File: config.mk
export PLATFORM = sky130hd
export DESIGN_NAME = button_mode_selector
export DESIGN_NICKNAME = d
export VERILOG_FILES = /design/src/design/bms_pkg.sv /design/src/design/bms_ctrl.sv /design/src/design/button_mode_selector.sv
export SDC_FILE = /design/constraint.sdc
export NUM_CORES = 1
export LEC_CHECK = 0
export ABC_AREA = 1
export BUFFER_PORTS_ARGS = -buffer_cell sky130_fd_sc_hd__buf_2
export CAP_MARGIN = 20
export CORE_MARGIN = 10
export CORE_UTILIZATION = 24
export CTS_CLUSTER_SIZE = 14
export DETAILED_ROUTE_END_ITERATION = 8
export SLEW_MARGIN = 5
export SYNTH_ARGS = -nofsm -noshare
export SYNTH_HDL_FRONTEND = slang
export SYNTH_SLANG_ARGS = --single-unit
File: constraint.sdc
create_clock -name clk -period 11.7 [get_ports clk]
set_input_delay 2.34 -clock clk [delete_from_list [all_inputs] [get_ports clk]]
set_output_delay 2.34 -clock clk [all_outputs]
set_load 0.1 [all_outputs]
File: src/design/bms_pkg.sv
package bms_pkg;

	localparam int unsigned BMS_AGE_WIDTH = 16;
	localparam int unsigned BMS_CFG_WIDTH = 16;

	localparam logic [BMS_CFG_WIDTH-1:0] BMS_DEBOUNCE_RESET   = 16'd50;
	localparam logic [BMS_CFG_WIDTH-1:0] BMS_LONG_PRESS_RESET = 16'd500;

	typedef enum logic [1:0] {
		MODE_OFF   = 2'd0,
		MODE_CW    = 2'd1,
		MODE_VOICE = 2'd2
	} mode_t;

	typedef enum logic {
		SEL_CW    = 1'b0,
		SEL_VOICE = 1'b1
	} sel_t;

	typedef enum logic {
		REG_DEBOUNCE   = 1'b0,
		REG_LONG_PRESS = 1'b1
	} reg_idx_t;

	typedef struct packed {
		mode_t mode;
		sel_t  chosen;
		logic  changed;
	} bms_result_t;

	function automatic mode_t mode_of_sel(input sel_t sel);
		mode_t m;
		unique case (sel)
			SEL_CW:    m = MODE_CW;
			SEL_VOICE: m = MODE_VOICE;
			default:   m = MODE_CW;
		endcase
		return m;
	endfunction

endpackage

File: src/design/bms_ctrl.sv
module bms_ctrl
	import bms_pkg::*;
#(
	parameter int unsigned AGE_WIDTH = BMS_AGE_WIDTH
) (
	input  logic                     clk,
	input  logic                     arst_n,
	input  logic                     step,
	input  logic                     raw,
	input  logic [BMS_CFG_WIDTH-1:0] debounce_ticks,
	input  logic [BMS_CFG_WIDTH-1:0] long_press_ticks,
	output bms_result_t              result
);

	localparam int unsigned CMP_W = (AGE_WIDTH > BMS_CFG_WIDTH) ? AGE_WIDTH : BMS_CFG_WIDTH;

	logic                 stable_q;
	logic                 last_raw_q;
	logic                 long_done_q;
	logic [AGE_WIDTH-1:0] change_age_q;
	logic [AGE_WIDTH-1:0] press_age_q;
	mode_t                mode_q;
	sel_t                 sel_q;

	logic [AGE_WIDTH-1:0] change_age_d;
	logic [AGE_WIDTH-1:0] press_age_d;
	logic                 stable_d;
	logic                 long_done_mid;
	logic                 long_done_d;
	logic                 deb_hit;
	logic                 long_hit;
	mode_t                mode_mid;
	mode_t                mode_d;
	mode_t                mode_long;
	sel_t                 sel_d;
	logic                 changed_mid;
	logic                 changed_d;

	always_comb begin
		change_age_d = (&change_age_q) ? change_age_q : change_age_q + AGE_WIDTH'(1);
		press_age_d  = (&press_age_q) ? press_age_q : press_age_q + AGE_WIDTH'(1);
		if (raw != last_raw_q) begin
			change_age_d = '0;
		end

		deb_hit = (raw != stable_q) &&
			(CMP_W'(change_age_d) >= CMP_W'(debounce_ticks));
		stable_d      = deb_hit ? raw : stable_q;
		long_done_mid = long_done_q;
		mode_mid      = mode_q;
		changed_mid   = 1'b0;
		if (deb_hit && raw) begin
			press_age_d   = '0;
			long_done_mid = 1'b0;
		end else if (deb_hit && !long_done_q) begin
			mode_mid    = (mode_q == MODE_OFF) ? mode_of_sel(sel_q) : MODE_OFF;
			changed_mid = 1'b1;
		end

		long_hit = stable_d && !long_done_mid &&
			(CMP_W'(press_age_d) >= CMP_W'(long_press_ticks));
		sel_d       = sel_q;
		mode_d      = mode_mid;
		changed_d   = changed_mid;
		long_done_d = long_done_mid;
		mode_long   = mode_of_sel(sel_t'(~sel_q));
		if (long_hit) begin
			sel_d       = sel_t'(~sel_q);
			long_done_d = 1'b1;
			if (mode_mid != MODE_OFF && mode_long != mode_mid) begin
				mode_d    = mode_long;
				changed_d = 1'b1;
			end
		end

		result.mode    = mode_d;
		result.chosen  = sel_d;
		result.changed = changed_d;
	end

	always_ff @(posedge clk or negedge arst_n) begin
		if (!arst_n) begin
			stable_q     <= 1'b0;
			last_raw_q   <= 1'b0;
			long_done_q  <= 1'b0;
			change_age_q <= '0;
			press_age_q  <= '0;
			mode_q       <= MODE_OFF;
			sel_q        <= SEL_CW;
		end else if (step) begin
			stable_q     <= stable_d;
			last_raw_q   <= raw;
			long_done_q  <= long_done_d;
			change_age_q <= change_age_d;
			press_age_q  <= press_age_d;
			mode_q       <= mode_d;
			sel_q        <= sel_d;
		end
	end

endmodule

File: src/design/button_mode_selector.sv
// Channel   Direction  Handshake              Payload
// in        input      in_valid / in_ready    btn_level
// out       output     out_valid / out_ready  current_mode, chosen_mode, stream_reset
// cfg       input      wr_en                  wr_index, wr_data
//
// One tick per cycle unless out_ready stalls: the state update is one combinational pass.
// The result is registered and valid in the cycle after the input transaction.
// in_ready is high whenever the result register is empty or being drained this cycle.
// Reset clears state, mode off, selection cw, debounce 50 and long press 500.
module button_mode_selector
	import bms_pkg::*;
#(
	parameter int unsigned AGE_WIDTH = BMS_AGE_WIDTH
) (
	input  logic                     clk,
	input  logic                     arst_n,
	input  logic                     in_valid,
	output logic                     in_ready,
	input  logic                     btn_level,
	output logic                     out_valid,
	input  logic                     out_ready,
	output logic [1:0]               current_mode,
	output logic                     chosen_mode,
	output logic                     stream_reset,
	input  logic                     wr_en,
	input  logic                     wr_index,
	input  logic [BMS_CFG_WIDTH-1:0] wr_data
);

	logic [BMS_CFG_WIDTH-1:0] debounce_q;
	logic [BMS_CFG_WIDTH-1:0] long_press_q;
	logic                     out_valid_q;
	bms_result_t              result;
	bms_result_t              result_q;
	logic                     step;

	assign in_ready = !out_valid_q || out_ready;
	assign step     = in_valid && in_ready;

	always_ff @(posedge clk or negedge arst_n) begin
		if (!arst_n) begin
			debounce_q   <= BMS_DEBOUNCE_RESET;
			long_press_q <= BMS_LONG_PRESS_RESET;
		end else if (wr_en) begin
			unique case (reg_idx_t'(wr_index))
				REG_DEBOUNCE:   debounce_q   <= wr_data;
				REG_LONG_PRESS: long_press_q <= wr_data;
				default:        debounce_q   <= debounce_q;
			endcase
		end
	end

	bms_ctrl #(
		.AGE_WIDTH(AGE_WIDTH)
	) u_ctrl (
		.clk              (clk),
		.arst_n           (arst_n),
		.step             (step),
		.raw              (btn_level),
		.debounce_ticks   (debounce_q),
		.long_press_ticks (long_press_q),
		.result           (result)
	);

	always_ff @(posedge clk or negedge arst_n) begin
		if (!arst_n) begin
			out_valid_q <= 1'b0;
		end else if (in_ready) begin
			out_valid_q <= in_valid;
		end
	end

	always_ff @(posedge clk) begin
		if (step) begin
			result_q <= result;
		end
	end

	assign out_valid    = out_valid_q;
	assign current_mode = result_q.mode;
	assign chosen_mode  = result_q.chosen;
	assign stream_reset = result_q.changed;

endmodule
Word level (Yosys, flattened, before mapping). Index checks and enable logic that the tools add are counted.

Eq/ne operators: 3. Reductions and logical operators: 17. Magnitude comparators: 2. Bitwise logic cells: 2. Mux-type cells: 19. $add $sub $neg: 2.

Operators with widths (count): $mux W16 (4); $add A16 B1 Y16 const B (2); $ge A16 B16 Y1 (2); $reduce_and A16 Y1 (2); $mux W2 (5); $mux W1 (8); $pmux W2 S2 (2); $logic_and A1 B1 Y1 (7); $reduce_and A2 Y1 (2); $logic_not A1 Y1 (3); $logic_not A2 Y1 (1); $ne A1 B1 Y1 (2); $ne A2 B2 Y1 (1); $not A1 Y1 (2); $reduce_bool A2 Y1 (1); $logic_or A1 B1 Y1 (1).

Output and inout port bits: 6. Input bits: 23. Register bits: 75. Word-level logic and storage cells: 58.

Depth between registers and ports, before layout.
Depth in word-level cells: 12. Gate-level depth with buffers: 38. Gate-level depth less buffers: 38.

Hierarchy. Synthesis repeated with hierarchy kept, for this count alone.

Cells, all modules: 651. Area, all modules: 4911.0 um^2.

Modules (own cells, without submodules): bms_ctrl (area each 3414.5 um^2, cells each 501, seq. area each 950.9 um^2, times used 1); button_mode_selector (area each 1496.4 um^2, cells each 150, seq. area each 957.2 um^2, times used 1).

Least setup slack after synthesis. OpenSTA, ideal clock, no wires.

Path kind: input to register. From: in btn_level. To: reg result_q (netlist bit current_mode[0]), data pin. Library setup time: 255 ps. Buffers on the path: 0. Setup slack: 5950 ps. Data required time: 11445 ps. Data arrival time: 5496 ps. Cell stages on the path: 26. Path through: xnor2_1 > inv_1 > a211oi_2 > ha_1 > nand4_1 > nor2_1 > nand2_1 > inv_1 > nand2_1 > nand2_1 > nand2_1 > nor2_2 > inv_1 > o21ai_0 > inv_1 > ha_1 > nand2_1 > nor2_1 > nand4_1 > inv_1 > nand3_1 > nand3_1 > inv_1 > nor2_2 > nand2_1 > and2_1.

RTL lines: start: declaration (line button_mode_selector.sv:19) `input logic btn_level,`; end signal: assignment (line button_mode_selector.sv:75) `result_q <= result;`; end: declaration (line button_mode_selector.sv:34) `bms_result_t result_q;`.

==> results.py <==
metrics = {
    "timing": {
        "hold_viol": 0,
        "timing.hold.ws_ns": 0.486,
        "post-route-period-util_pct": 59.0,
        "relSlewSlack_pct": 37.2,
        "finalSetupViolations": 0,
        "clock.fmax_ghz": 0.145,
        "grt_setup_unrepaired": "no",
        "maxSlewViolCount": 0,
        "period_minus_slack_ns": 6.90,
        "fin_setup_tns_ns": 0,
        "tightest_slew_ns": 0.943,
        "skew_ns": 0.00839,
    },
    "grt": {
        "grt_max_degree": 72,
        "grtUsageTotal_pct": 8.78,
        "antenna_found_initial": 0,
        "grt_pass1_vias": 3791,
        "grt.overflow.total": 0,
        "grt_pass1_wl_mm": 18.7,
    },
    "status": {
        "status": "completed",
    },
    "yosys": {
        "synth_edf_count": 4,
        "synth_flop_cell": "dfrtp_1",
        "synth.most_common_cell": "nand2_1",
        "ys_seq_area_share_pct": 40.2,
        "synth_commonest_cells": "177 x nand2_1, 108 x inv_1, 69 x o21ai_0, 62 x dfrtp_1, 34 x ha_1",
        "yosysWarningCount": 0,
        "synth.distinct_cells": 40,
        "yosysTopAreaCell": "dfrtp_1",
        "ys_async_sr_fraction_pct": 94.7,
        "postSynthAreaPerCell_um2": 7.46,
        "postSynthCellCount": 636,
        "synth_seq_cells": 75,
        "synth.top_cell.area_share_pct": 32.7,
        "synth_area_um2": 4750,
        "syn_nets": 693,
        "synthTopCellsByArea": "dfrtp_1 33%, nand2_1 14%, ha_1 9.0%",
    },
    "finish": {
        "fill_cells": 2093,
        "drive_gt1_share_pct": 12.3,
        "fin_nets": 720,
        "syn_to_final_growth_pct": 15.5,
        "antenna_cells": 0,
    },
    "power": {
        "peakVddDrop_mv": 0.0696,
        "switching_share_pct": 35.1,
        "p_per_area_nw_per_um2": 163,
        "p_seq_share_pct": 38.6,
        "p_leak_nw": 2.71,
        "pwr-share-comb_pct": 28.1,
        "intPower_uw": 580,
        "clock_power_share_pct": 33.3,
        "p_switching_uw": 313,
    },
    "drt": {
        "wl_met2_mm": 4.48,
        "wl_mm": 11.0,
        "avgViaCountPerCell": 4.26,
        "ant_nets": 0,
        "routedWlPerCell_um": 11.8,
        "dr.pass1.iters": 5,
        "wl_met1_mm": 5.83,
        "drc": 0,
        "vias": 3973,
        "drt_iter0_markers": 212,
        "wl_met3_um": 506,
        "top_layer": "met4",
    },
    "worst_setup_path": {
        "worstRegToRegCells": 32,
        "critPathLaunchType": "input port",
        "endpoint_kind": "register",
        "crit_top_cell": "nand2_1",
        "r2r_slack_ns": 6.39,
        "regToRegEndpoint": "current_mode[0]",
        "reg2reg_from": "u_ctrl.change_age_q[0]",
        "critPathMaxFanout": 14,
        "worstPathRequired_ns": 11.80,
        "slowest_stage": "xnor2_1",
        "cpPeakStageDelay_ns": 0.66,
        "worst-setup-path-type": "in -> reg",
        "critPathArrivalTime_ns": 7.01,
    },
    "hold_path": {
        "min-delay-start": "long_press_q[3]",
        "hold_depth": 2,
        "min_to": "long_press_q[3]",
        "hold_path_class": "reg -> reg",
    },
    "place": {
        "dp_hpwl_mm": 8.24,
        "port_buffers": 28,
        "gp_congestion": 0.819,
    },
    "floorplan": {
        "core_um2": 19500,
        "io_pins": 29,
        "dieWidth_um": 161,
        "dieHeight_um": 161,
        "initial_utilization_pct": 24.4,
        "die-area_um2": 25800,
        "placementRows": 51,
    },
    "clock_network": {
        "cts_resized": 0,
        "cts_max_path_buffers": 2,
        "cts.sinks": 75,
        "cts_setup_buffers": 0,
        "clkLatencyLatePin_ns": 0.35,
        "h-tree-depth": 3,
        "cts_buffers": 9,
        "hold_buffers": 0,
        "cts.clk_slew.worst_paths_ns": 0.06,
        "cts_tree": "yes",
        "cts-root-buf": "clkbuf_16",
    },
    "job": {
        "cap_violations": 0,
    },
}
-- flip-flops by register name (all words and copies together) (netlist names) --
name	cells
debounce_q	16
long_press_q	16
u_ctrl.change_age_q	16
u_ctrl.press_age_q	16
current_mode	2
u_ctrl.mode_q	2
chosen_mode	1
out_valid	1
stream_reset	1
u_ctrl.last_raw_q	1
u_ctrl.long_done_q	1
u_ctrl.sel_q	1
u_ctrl.stable_q	1
-- layout by cell type, fill, tap and decap left out, types with 13 or more instances in the layout --
cell type	instances
ha_1	34
nand2_1	177
inv_1	108
nor2_1	24
dfrtp_1	62
buf_2	27
o21ai_1	13
nand3_1	27
o21ai_0	69
a21oi_1	20
-- cell type report --
cell class	instances	area [um2]	area share (%)
Clock buffer	11	233	4.25
Clock inverter	5	77.6	1.42
Timing Repair Buffer	30	158	2.88
Tap cell	265	332	6.05
Inverter	116	435	7.95
Sequential cell	75	1910	34.8
Multi-Input combinational cell	431	2340	42.6
-- layer usage --
layer	vias up	track usage, %
met5	-	0
met4	0	3.88
met3	9	1.99
met2	72	12.6
met1	1798	12.2
li1	2094	-
-- logic make-up (layout without fill, tap and decap cells) --
kind of cell	Yosys count	in the layout	synth area share, %
flops	75	75	40.2
xor+xnor	10	10	1.85
simple gates	268	268	24.9
fa+ha+maj	34	34	8.96
compound gates	119	119	13.5
buf+inv	130	162	10.5
-- through the flow --
stage / power (mW) / worst slack, ns / instance area [um2] / utilization (%) / std cells
after detailed placement: 0.600 / 4.42 / 5170 / 26.6 / 917
final: 0.893 / 4.80 / 5480 / 28.2 / 933
after global routing: 0.956 / 4.15 / 5480 / 28.2 / 933
after floorplan: 0.537 / 5.95 / 4750 / - / 636
after global placement: 0.597 / 4.62 / 5170 / 26.6 / 917
after CTS: 0.901 / 4.76 / 5480 / 28.2 / 933
-- how the worst max path moves through the flow --
stage / cells after the start / endpoint / slack, ns / start
after global placement: 27 / current_mode[0] / 4.62 / btn_level
after floorplan: 26 / current_mode[0] / 5.95 / btn_level
after detailed placement: 29 / current_mode[0] / 4.42 / btn_level
after CTS: 29 / current_mode[0] / 4.76 / btn_level
final: 27 / current_mode[0] / 4.80 / btn_level
after global routing: 29 / current_mode[0] / 4.15 / btn_level
-- critical path: cells and delay by family --
family	cells	cell delay, ns
simple gates	17	2.49
buf+inv	6	0.89
compound gates	1	0.16
xor+xnor	1	0.66
fa+ha+maj	2	0.46
-- power by group through the flow --
stage	logic, mW	clock network [mW]	registers (mW)
6_report	0.251	0.297	0.345
5_1_grt	0.290	0.314	0.352
4_1_cts	0.254	0.303	0.345
3_5_place_dp	0.252	0	0.349
3_3_place_gp	0.248	0	0.349
2_1_floorplan	0.176	0	0.361
Note: power is estimated with default switching activity, not from simulation.
